`src/sv/i2cm_pkg.sv`:
```
// Shared types and constants for the I2C master byte engine.
// No dependencies; used by i2cm_front, i2cm_seq and i2c_master_byte_engine.
`default_nettype none

package i2cm_pkg;

    // Command codes carried in the request kind field
    typedef enum logic [1:0] {
        CMD_START = 2'd0,
        CMD_STOP  = 2'd1,
        CMD_WRITE = 2'd2,
        CMD_READ  = 2'd3
    } cmd_t;

    // Configuration register indexes
    localparam logic CFG_DELAY   = 1'b0;
    localparam logic CFG_TIMEOUT = 1'b1;

    // Reset values of the configuration registers
    localparam logic [15:0] DELAY_RESET   = 16'd25;
    localparam logic [7:0]  TIMEOUT_RESET = 8'd250;

    // Bits per byte on the bus
    localparam logic [3:0] BYTE_BITS = 4'd8;

    // Request queue between front and sequencer
    localparam int QDEPTH = 4;
    localparam int QPTR_W = $clog2(QDEPTH);
    localparam int QCNT_W = $clog2(QDEPTH + 1);

    // One classified tick request
    typedef struct packed {
        logic       take_cmd;
        cmd_t       cmd;
        logic [7:0] wr_data;
        logic       nack_bit;
        logic       sda_sample;
    } item_t;

    // One tick result
    typedef struct packed {
        logic       scl_level;
        logic       sda_level;
        logic       sda_drive;
        logic       busy_res;
        logic       done_res;
        logic [7:0] rd_data;
        logic       ack_received;
        logic       ack_timed_out;
    } res_t;

endpackage

`default_nettype wire

```
`src/sv/i2cm_front.sv`:
```
// Front end: unpacks and classifies tick requests and holds them in a short queue.
// Depends on i2cm_pkg.
`default_nettype none

module i2cm_front
(
    input  wire logic            clk,
    input  wire logic            rst_n,
    input  wire logic            in_valid,
    output logic                 in_ready,
    input  wire logic [15:0]     in_data,   // wr_data[7:0], nack_bit[8], sda_sample[9], pad
    input  wire logic [2:0]      in_user,   // cmd_valid[0], req_type[2:1]
    output logic                 q_valid,
    input  wire logic            q_pop,
    output i2cm_pkg::item_t      q_item
);

    i2cm_pkg::item_t                  mem [i2cm_pkg::QDEPTH];
    logic [i2cm_pkg::QPTR_W-1:0]      wr_ptr_reg;
    logic [i2cm_pkg::QPTR_W-1:0]      rd_ptr_reg;
    logic [i2cm_pkg::QCNT_W-1:0]      count_reg;
    logic [i2cm_pkg::QCNT_W-1:0]      count_next;
    i2cm_pkg::item_t                  item;
    logic                             push;
    logic                             pop;

    // Classify the incoming request
    always_comb
    begin
        item.take_cmd   = in_user[0];
        item.cmd        = i2cm_pkg::cmd_t'(in_user[2:1]);
        item.wr_data    = in_data[7:0];
        item.nack_bit   = in_data[8];
        item.sda_sample = in_data[9];
    end

    assign in_ready = (count_reg != i2cm_pkg::QCNT_W'(i2cm_pkg::QDEPTH));
    assign q_valid  = (count_reg != '0);
    assign push     = in_valid && in_ready;
    assign pop      = q_pop && q_valid;
    assign q_item   = mem[rd_ptr_reg];

    always_comb
    begin
        count_next = count_reg;
        case ({push, pop})
            2'b10:   count_next = count_reg + 1'b1;
            2'b01:   count_next = count_reg - 1'b1;
            default: count_next = count_reg;
        endcase
    end

    // Queue storage
    always_ff @(posedge clk)
    begin
        if (push)
        begin
            mem[wr_ptr_reg] <= item;
        end
    end

    // Advance the pointers and fill count
    always_ff @(posedge clk or negedge rst_n)
    begin
        if (!rst_n)
        begin
            wr_ptr_reg <= '0;
            rd_ptr_reg <= '0;
            count_reg  <= '0;
        end
        else
        begin
            if (push)
            begin
                wr_ptr_reg <= wr_ptr_reg + 1'b1;
            end
            if (pop)
            begin
                rd_ptr_reg <= rd_ptr_reg + 1'b1;
            end
            count_reg <= count_next;
        end
    end

    a_no_overfill: assert property (@(posedge clk) disable iff (!rst_n)
        count_reg <= i2cm_pkg::QCNT_W'(i2cm_pkg::QDEPTH))
        else $error("request queue fill count beyond depth");

    a_empty_no_pop: assert property (@(posedge clk) disable iff (!rst_n)
        (count_reg == '0) |-> !pop)
        else $error("pop from empty request queue");

    a_ptr_gap: assert property (@(posedge clk) disable iff (!rst_n)
        (count_reg == '0) |-> (wr_ptr_reg == rd_ptr_reg))
        else $error("queue pointers disagree with empty count");

endmodule

`default_nettype wire

```
`src/sv/i2cm_seq.sv`:
```
// Back end: bus sequencer that steps once per queued tick, plus result register.
// Depends on i2cm_pkg; fed by i2cm_front.
`default_nettype none

module i2cm_seq
(
    input  wire logic            clk,
    input  wire logic            rst_n,
    input  wire logic            cfg_we,
    input  wire logic            cfg_addr,
    input  wire logic [15:0]     cfg_wdata,
    input  wire logic            q_valid,
    output logic                 q_pop,
    input  wire i2cm_pkg::item_t q_item,
    output logic                 out_valid,
    input  wire logic            out_ready,
    output i2cm_pkg::res_t       out_res
);

    typedef enum logic [3:0] {
        PH_IDLE, PH_S0, PH_S1, PH_S2, PH_P0, PH_P1, PH_P2, PH_W0,
        PH_W1, PH_W2, PH_A0, PH_A1, PH_A2, PH_R0, PH_R1, PH_FIN
    } phase_t;

    phase_t          phase_reg, phase_next;
    logic [3:0]      bit_count_reg, bit_count_next;
    logic [7:0]      shift_reg, shift_next;
    logic [15:0]     delay_count_reg, delay_count_next;
    logic [7:0]      poll_count_reg, poll_count_next;
    logic            scl_reg, scl_next;
    logic            sda_reg, sda_next;
    logic            sda_oe_reg, sda_oe_next;
    i2cm_pkg::cmd_t  cur_cmd_reg, cur_cmd_next;
    logic            nack_hold_reg, nack_hold_next;
    logic [7:0]      rd_reg, rd_next;
    logic            ack_ok_reg, ack_ok_next;
    logic            ack_late_reg, ack_late_next;
    logic [15:0]     delay_ticks_reg;
    logic [7:0]      ack_timeout_reg;
    logic            out_valid_reg;
    i2cm_pkg::res_t  res_reg;
    i2cm_pkg::res_t  res_next;
    logic            done;
    logic [15:0]     arm;
    logic [3:0]      bit_inc;

    assign q_pop     = q_valid && (!out_valid_reg || out_ready);
    assign out_valid = out_valid_reg;
    assign out_res   = res_reg;
    assign arm       = (delay_ticks_reg != '0) ? (delay_ticks_reg - 16'd1) : '0;
    assign bit_inc   = bit_count_reg + 4'd1;

    // Step the bus sequence by one tick
    always_comb
    begin
        phase_next       = phase_reg;
        bit_count_next   = bit_count_reg;
        shift_next       = shift_reg;
        delay_count_next = delay_count_reg;
        poll_count_next  = poll_count_reg;
        scl_next         = scl_reg;
        sda_next         = sda_reg;
        sda_oe_next      = sda_oe_reg;
        cur_cmd_next     = cur_cmd_reg;
        nack_hold_next   = nack_hold_reg;
        rd_next          = rd_reg;
        ack_ok_next      = ack_ok_reg;
        ack_late_next    = ack_late_reg;
        done             = 1'b0;

        if (phase_reg == PH_IDLE)
        begin
            if (q_item.take_cmd)
            begin
                cur_cmd_next     = q_item.cmd;
                delay_count_next = '0;
                bit_count_next   = '0;
                poll_count_next  = '0;
                unique case (q_item.cmd)
                    i2cm_pkg::CMD_START: phase_next = PH_S0;
                    i2cm_pkg::CMD_STOP:  phase_next = PH_P0;
                    i2cm_pkg::CMD_WRITE:
                    begin
                        shift_next    = q_item.wr_data;
                        ack_ok_next   = 1'b0;
                        ack_late_next = 1'b0;
                        phase_next    = PH_W0;
                    end
                    default:
                    begin
                        shift_next     = '0;
                        nack_hold_next = q_item.nack_bit;
                        phase_next     = PH_R0;
                    end
                endcase
            end
        end
        else if (delay_count_reg != '0)
        begin
            delay_count_next = delay_count_reg - 16'd1;
        end
        else
        begin
            unique case (phase_reg)
                PH_S0:
                begin
                    sda_next = 1'b1; scl_next = 1'b1; sda_oe_next = 1'b1;
                    delay_count_next = arm; phase_next = PH_S1;
                end
                PH_S1:
                begin
                    sda_next = 1'b0;
                    delay_count_next = arm; phase_next = PH_S2;
                end
                PH_S2:
                begin
                    scl_next = 1'b0;
                    done = 1'b1; phase_next = PH_IDLE;
                end
                PH_P0:
                begin
                    scl_next = 1'b0; sda_next = 1'b0; sda_oe_next = 1'b1;
                    delay_count_next = arm; phase_next = PH_P1;
                end
                PH_P1:
                begin
                    scl_next = 1'b1;
                    delay_count_next = arm; phase_next = PH_P2;
                end
                PH_P2:
                begin
                    sda_next = 1'b1;
                    done = 1'b1; phase_next = PH_IDLE;
                end
                PH_W0:
                begin
                    sda_oe_next = 1'b1;
                    sda_next = (cur_cmd_reg == i2cm_pkg::CMD_READ) ? nack_hold_reg
                                                                    : shift_reg[7];
                    delay_count_next = arm; phase_next = PH_W1;
                end
                PH_W1:
                begin
                    scl_next = 1'b1;
                    delay_count_next = arm; phase_next = PH_W2;
                end
                PH_W2:
                begin
                    scl_next = 1'b0;
                    delay_count_next = arm;
                    if (cur_cmd_reg == i2cm_pkg::CMD_READ)
                    begin
                        phase_next = PH_FIN;
                    end
                    else
                    begin
                        shift_next     = {shift_reg[6:0], 1'b0};
                        bit_count_next = bit_inc;
                        phase_next     = (bit_inc >= i2cm_pkg::BYTE_BITS) ? PH_A0 : PH_W0;
                    end
                end
                PH_A0:
                begin
                    sda_next = 1'b1; sda_oe_next = 1'b0;
                    delay_count_next = arm; phase_next = PH_A1;
                end
                PH_A1:
                begin
                    scl_next = 1'b1; poll_count_next = '0;
                    delay_count_next = arm; phase_next = PH_A2;
                end
                PH_A2:
                begin
                    if (!q_item.sda_sample)
                    begin
                        scl_next = 1'b0; sda_oe_next = 1'b1;
                        ack_ok_next = 1'b1;
                        done = 1'b1; phase_next = PH_IDLE;
                    end
                    else if (poll_count_reg >= ack_timeout_reg)
                    begin
                        // ACK wait expired: release the bus with a stop
                        scl_next = 1'b0; sda_oe_next = 1'b1;
                        ack_late_next = 1'b1;
                        phase_next = PH_P0;
                    end
                    else
                    begin
                        poll_count_next = poll_count_reg + 8'd1;
                    end
                end
                PH_R0:
                begin
                    sda_oe_next = 1'b0; scl_next = 1'b1;
                    shift_next = {shift_reg[6:0], q_item.sda_sample};
                    delay_count_next = arm; phase_next = PH_R1;
                end
                PH_R1:
                begin
                    scl_next = 1'b0;
                    bit_count_next = bit_inc;
                    delay_count_next = arm;
                    phase_next = (bit_inc >= i2cm_pkg::BYTE_BITS) ? PH_W0 : PH_R0;
                end
                PH_FIN:
                begin
                    if (cur_cmd_reg == i2cm_pkg::CMD_READ)
                    begin
                        rd_next = shift_reg;
                    end
                    done = 1'b1; phase_next = PH_IDLE;
                end
                default:
                begin
                    phase_next = PH_IDLE;
                end
            endcase
        end
    end

    // Assemble the tick result from the updated state
    always_comb
    begin
        res_next.scl_level     = scl_next;
        res_next.sda_level     = sda_next;
        res_next.sda_drive     = sda_oe_next;
        res_next.busy_res      = (phase_next != PH_IDLE);
        res_next.done_res      = done;
        res_next.rd_data       = rd_next;
        res_next.ack_received  = ack_ok_next;
        res_next.ack_timed_out = ack_late_next;
    end

    // Hold sequencer state, configuration and the result register
    always_ff @(posedge clk or negedge rst_n)
    begin
        if (!rst_n)
        begin
            phase_reg       <= PH_IDLE;
            bit_count_reg   <= '0;
            shift_reg       <= '0;
            delay_count_reg <= '0;
            poll_count_reg  <= '0;
            scl_reg         <= 1'b1;
            sda_reg         <= 1'b1;
            sda_oe_reg      <= 1'b1;
            cur_cmd_reg     <= i2cm_pkg::CMD_START;
            nack_hold_reg   <= 1'b0;
            rd_reg          <= '0;
            ack_ok_reg      <= 1'b0;
            ack_late_reg    <= 1'b0;
            delay_ticks_reg <= i2cm_pkg::DELAY_RESET;
            ack_timeout_reg <= i2cm_pkg::TIMEOUT_RESET;
            out_valid_reg   <= 1'b0;
            res_reg         <= '0;
        end
        else
        begin
            if (cfg_we)
            begin
                unique case (cfg_addr)
                    i2cm_pkg::CFG_DELAY:   delay_ticks_reg <= cfg_wdata;
                    i2cm_pkg::CFG_TIMEOUT: ack_timeout_reg <= cfg_wdata[7:0];
                    default:               delay_ticks_reg <= delay_ticks_reg;
                endcase
            end
            if (q_pop)
            begin
                phase_reg       <= phase_next;
                bit_count_reg   <= bit_count_next;
                shift_reg       <= shift_next;
                delay_count_reg <= delay_count_next;
                poll_count_reg  <= poll_count_next;
                scl_reg         <= scl_next;
                sda_reg         <= sda_next;
                sda_oe_reg      <= sda_oe_next;
                cur_cmd_reg     <= cur_cmd_next;
                nack_hold_reg   <= nack_hold_next;
                rd_reg          <= rd_next;
                ack_ok_reg      <= ack_ok_next;
                ack_late_reg    <= ack_late_next;
                res_reg         <= res_next;
                out_valid_reg   <= 1'b1;
            end
            else if (out_ready)
            begin
                out_valid_reg <= 1'b0;
            end
        end
    end

    a_bit_count_range: assert property (@(posedge clk) disable iff (!rst_n)
        bit_count_reg <= i2cm_pkg::BYTE_BITS)
        else $error("bit counter ran past one byte");

    a_done_to_idle: assert property (@(posedge clk) disable iff (!rst_n)
        (q_pop && done) |=> (phase_reg == PH_IDLE))
        else $error("command finished but sequencer not idle");

    a_release_phases: assert property (@(posedge clk) disable iff (!rst_n)
        !sda_oe_reg |-> (phase_reg == PH_A1 || phase_reg == PH_A2 ||
                         phase_reg == PH_R0 || phase_reg == PH_R1 ||
                         phase_reg == PH_W0))
        else $error("SDA released outside ACK poll or read");

    a_done_not_busy: assert property (@(posedge clk) disable iff (!rst_n)
        (out_valid_reg && res_reg.done_res) |-> !res_reg.busy_res)
        else $error("done reported while still busy");

endmodule

`default_nettype wire

```
`src/sv/i2c_master_byte_engine.sv`:
```
// Top level of the I2C master byte engine: front queue feeding the bus sequencer.
// Depends on i2cm_pkg, i2cm_front and i2cm_seq.
//
//  channel  | direction | fields
//  ---------+-----------+-------------------------------------------------------------
//  s_axis   | in        | tuser: cmd_valid, req_type; tdata: wr_data, nack_bit, sda_sample
//  m_axis   | out       | tdata: scl, sda, drive, busy, done, rd_data, ack, timeout
//  cfg      | in        | index 0 delay_ticks, index 1 ack_timeout; one write per cycle
//
// One request per cycle is taken while the queue has room, and one result per request
// comes out, in order. A request passes through the four-entry request queue, then
// through the sequencer into the result register. The sequencer steps once per request.
// Reset (rst_n low) idles the bus with SCL and SDA high and driven.
// A stalled m_axis fills the queue; s_axis_tready drops only when it is full.
`default_nettype none

module i2c_master_byte_engine
(
    input  wire logic        clk,
    input  wire logic        rst_n,
    input  wire logic        s_axis_tvalid,
    output logic             s_axis_tready,
    input  wire logic [15:0] s_axis_tdata,   // wr_data[7:0], nack_bit[8], sda_sample[9], zero pad
    input  wire logic [2:0]  s_axis_tuser,   // cmd_valid[0], req_type[2:1]
    output logic             m_axis_tvalid,
    input  wire logic        m_axis_tready,
    output logic [15:0]      m_axis_tdata,   // scl_level[0], sda_level[1], sda_drive[2],
                                             // busy_res[3], done_res[4], rd_data[12:5],
                                             // ack_received[13], ack_timed_out[14], zero pad
    input  wire logic        cfg_we,
    input  wire logic        cfg_addr,
    input  wire logic [15:0] cfg_wdata
);

    logic             q_valid;
    logic             q_pop;
    i2cm_pkg::item_t  q_item;
    i2cm_pkg::res_t   res;

    i2cm_front u_front
    (
        .clk      (clk),
        .rst_n    (rst_n),
        .in_valid (s_axis_tvalid),
        .in_ready (s_axis_tready),
        .in_data  (s_axis_tdata),
        .in_user  (s_axis_tuser),
        .q_valid  (q_valid),
        .q_pop    (q_pop),
        .q_item   (q_item)
    );

    i2cm_seq u_seq
    (
        .clk       (clk),
        .rst_n     (rst_n),
        .cfg_we    (cfg_we),
        .cfg_addr  (cfg_addr),
        .cfg_wdata (cfg_wdata),
        .q_valid   (q_valid),
        .q_pop     (q_pop),
        .q_item    (q_item),
        .out_valid (m_axis_tvalid),
        .out_ready (m_axis_tready),
        .out_res   (res)
    );

    // Pack the result, first field in the lowest bit
    assign m_axis_tdata = {1'b0, res.ack_timed_out, res.ack_received, res.rd_data,
                           res.done_res, res.busy_res, res.sda_drive, res.sda_level,
                           res.scl_level};

endmodule

`default_nettype wire

```
`config.mk`:
```
export PLATFORM = sky130hd
export DESIGN_NAME = i2c_master_byte_engine
export DESIGN_NICKNAME = d
export VERILOG_FILES = /design/src/sv/i2cm_pkg.sv /design/src/sv/i2cm_front.sv /design/src/sv/i2cm_seq.sv /design/src/sv/i2c_master_byte_engine.sv
export SDC_FILE = /design/constraint.sdc
export NUM_CORES = 1
export LEC_CHECK = 0
export BUFFER_PORTS_ARGS = -buffer_cell sky130_fd_sc_hd__buf_2
export CAP_MARGIN = 20
export CORE_UTILIZATION = 42
export DETAILED_ROUTE_END_ITERATION = 8
export GPL_TIMING_DRIVEN = 0
export PLACE_DENSITY = 0.63
export SYNTH_ARGS = -nofsm -noshare
export SYNTH_HDL_FRONTEND = slang
export SYNTH_SLANG_ARGS = --single-unit
```
`constraint.sdc`:
```
create_clock -name clk -period 3 [get_ports clk]
set_input_delay 0.6 -clock clk [delete_from_list [all_inputs] [get_ports clk]]
set_output_delay 0.6 -clock clk [all_outputs]
set_load 0.01 [all_outputs]
```
==> flow_summary.ini <==
[drt]
vias_per_cell = 5.69
vias = 5449
wl_mm = 17.6
avgRoutedWirePerCell_microns = 18.4
drc = 0
ant_nets = 0
drt-initial-drc-count = 333
drtPass1Iterations = 5

[die]
io_pins = 59
core-area_sq_um = 17300
die_h_microns = 135
dieArea_sq_um = 18300
std_cell_rows = 48
die_w_microns = 135
start_util = 0.430

[synthesis]
synthCells = 650
yosysTopAreaCellShare = 0.272
ys_seq_area_frac = 0.525
synthTopCellsByArea = dfrtp_1 27%, edfxtp_1 21%, mux2_2 5.3%
ys.flop_type = dfrtp_1
ys_seq_elements = 145
synthArstFlopShare = 0.641
synth_edf_count = 52
synth_commonest_cells = 81 x dfrtp_1, 52 x edfxtp_1, 49 x nand2_1, 47 x o21ai_0, 36 x inv_1
yosysMostFrequentCell = dfrtp_1
postSynthAreaPerCell_sq_um = 11.4
yosys.area.top_type = dfrtp_1
ys_warn_count = 0
yosysUniqueCellTypes = 71
syn-num-nets = 710
syn-cell-area_sq_um = 7440

[timing]
hold_violations = 0
fin_hold_ws_ps = 181
fin_crit_ps = 2880
setup_violations = 0
min_period_over_period = 0.959
tightest_slew_ps = 791
finalSetupTns_ps = 0
clock.fmax_mhz = 348
final-max-slew-violation-count = 0
slew_headroom = 0.473
clock-skew-final_ps = 13.5

[grt]
antenna_found_initial = 0
overflow = 0
grt.total_usage = 0.204
grt_max_degree = 51
grt_pass1_wl_mm = 28.3
grt_pass1_vias = 5442

[job]
maxCapViolations = 0

[clock_tree]
post_cts_buffers = 0
clkTransAtPathRegs_ps = 70
cts.htree.levels = 4
clockBufferDepth = 2
cts_root_buffer = clkbuf_16
clock_latency_ps = 430
cts_tree = built
cts_buffers = 17
cts.sinks = 145

[finish]
area_delta_synth_final_pct = 16.3
largest_reg_flops = 52
drive_above_1_share = 0.250
antenna_cells = 0
design_area_sq_um = 8660
ff_latch_area_sq_um = 3900
fin_nets = 780
multi_input_area_sq_um = 3310
final.fill_count = 1537

[worst_setup_path]
critical_path.cell_chain = inv_1 > ha_1 > nor3b_2 > and3_1 > buf_2 > a31o_2 > o2111ai_1 > buf_2 > o21ai_0 > a21oi_1
worst_setup_path_end_kind = register
critPathArrivalTime_ps = 3170
path_max_fanout = 10
critPathMaxStageDelay_ps = 420
setup.worst_path.start_class = register
crit_top_cell = buf_2
cpLargestDelayFamily = compound AO/OA/AOI/OAI gates
cp.required_ps = 3290
crit_slowest_cell = dfrtp_1
crit_type = reg2reg
cp_num_buf_inv = 3

[power]
p_comb_frac = 0.319
p_sw_w = 0.00267
p_per_area_nw_per_um2 = 839
p_sw_frac = 0.368
leakage_nw = 3.54
pwr-share-seq = 0.390
p_int_w = 0.00459
ir_drop_uv = 510
clock_power_share = 0.291

[placement]
place_congestion = 0.911
hpwl_mm = 12.4
place_area_sq_um = 8010
port_buffers = 51

[outcome]
run_status = finished clean

[min_path]
min_path_type = in2async
-- final cells by class --
class / instances / area share
Inverter: 36 / 0.0156
Sequential cell: 145 / 0.451
Multi-Input combinational cell: 439 / 0.382
Clock buffer: 17 / 0.0491
Timing Repair Buffer: 52 / 0.0330
Tap cell: 225 / 0.0325
Clock inverter: 15 / 0.0212
Buffer: 29 / 0.0156
-- layer usage --
metal / vias to the layer above / share of wire / GRT usage
li1: 2570 / - / -
met1: 2718 / 0.45 / 0.259
met2: 141 / 0.49 / 0.342
met3: 20 / 0.039 / 0.0432
met4: 0 / 0.019 / 0.0774
met5: - / 0 / 0
-- layout by cell type, fill, tap and decap left out, types with 9 or more instances in the layout --
master | netlist | routed
clkbuf_16 | 0 | 17
inv_1 | 36 | 36
xnor2_1 | 11 | 11
buf_2 | 4 | 54
ha_1 | 18 | 18
dfstp_2 | 12 | 12
mux2_2 | 35 | 35
nor3_1 | 13 | 13
mux4_2 | 13 | 13
nor2b_1 | 11 | 11
a21oi_1 | 28 | 27
clkbuf_1 | 19 | 16
and3_1 | 12 | 12
nand2_1 | 49 | 49
o21ai_0 | 47 | 47
nor2_1 | 32 | 31
edfxtp_1 | 52 | 52
a22o_1 | 10 | 10
nand2b_1 | 9 | 9
dfrtp_1 | 81 | 81
nand3_1 | 22 | 22
-- worst paths after layout --
kind	startpoint	endpoint	slack, ps	cells past startpoint
min in group clk	s_axis_tdata[5]	u_front.mem[0][7]	380	1
min	rst_n	u_seq.delay_ticks_reg[13]	180	1
max in group asynchronous	rst_n	u_seq.delay_ticks_reg[0]	2150	2
min reg2reg	u_seq.scl_reg	u_seq.scl_reg	480	2
max reg2reg	u_seq.delay_count_reg[0]	u_seq.poll_count_reg[6]	120	10
max	u_seq.delay_count_reg[0]	u_seq.poll_count_reg[6]	120	10
-- worst register-to-register path, cell delays in order (launching register included) --
cell,delay [ps]
dfrtp_1,420
inv_1,110
ha_1,220
nor3b_2,340
and3_1,270
buf_2,250
a31o_2,250
o2111ai_1,290
buf_2,280
o21ai_0,210
a21oi_1,100
-- power groups by stage --
stage                     combinational [W]  sequential (W)  clock, W
after floorplan                     0.00168         0.00277         0
after global placement              0.00224         0.00282         0
after detailed placement            0.00228         0.00284         0
after CTS                           0.00229         0.00282   0.00216
after global routing                0.00255         0.00288   0.00224
final                               0.00232         0.00283   0.00211
-- what timing repair did --
| item | in CTS | in global routing |
|---|---|---|
| pin swaps | 0 | 0 |
| setup endpoints to repair | 4 | 26 |
| hold buffers | 0 | 0 |
| resized for setup | 3 | 8 |
-- logic make-up after synthesis --
| group | synth area share |
|---|---|
| fa+ha+maj | 0.0330 |
| simple gates | 0.139 |
| other cells | 0.000504 |
| xor+xnor | 0.0224 |
| buf+inv | 0.0360 |
| compound gates | 0.131 |
| mux | 0.114 |
| flops | 0.525 |
-- metrics by stage --
step | total power, W | utilization | instances | setup WS (ps)
after detailed placement | 0.00512 | 0.463 | 927 | -809
after floorplan | 0.00445 | - | 650 | 126
after CTS | 0.00727 | 0.498 | 958 | 4.37
after global placement | 0.00506 | 0.461 | 926 | -753
after global routing | 0.00766 | 0.500 | 958 | -21.1
final | 0.00726 | 0.500 | 958 | 124
(Power assumes the default switching activity.)
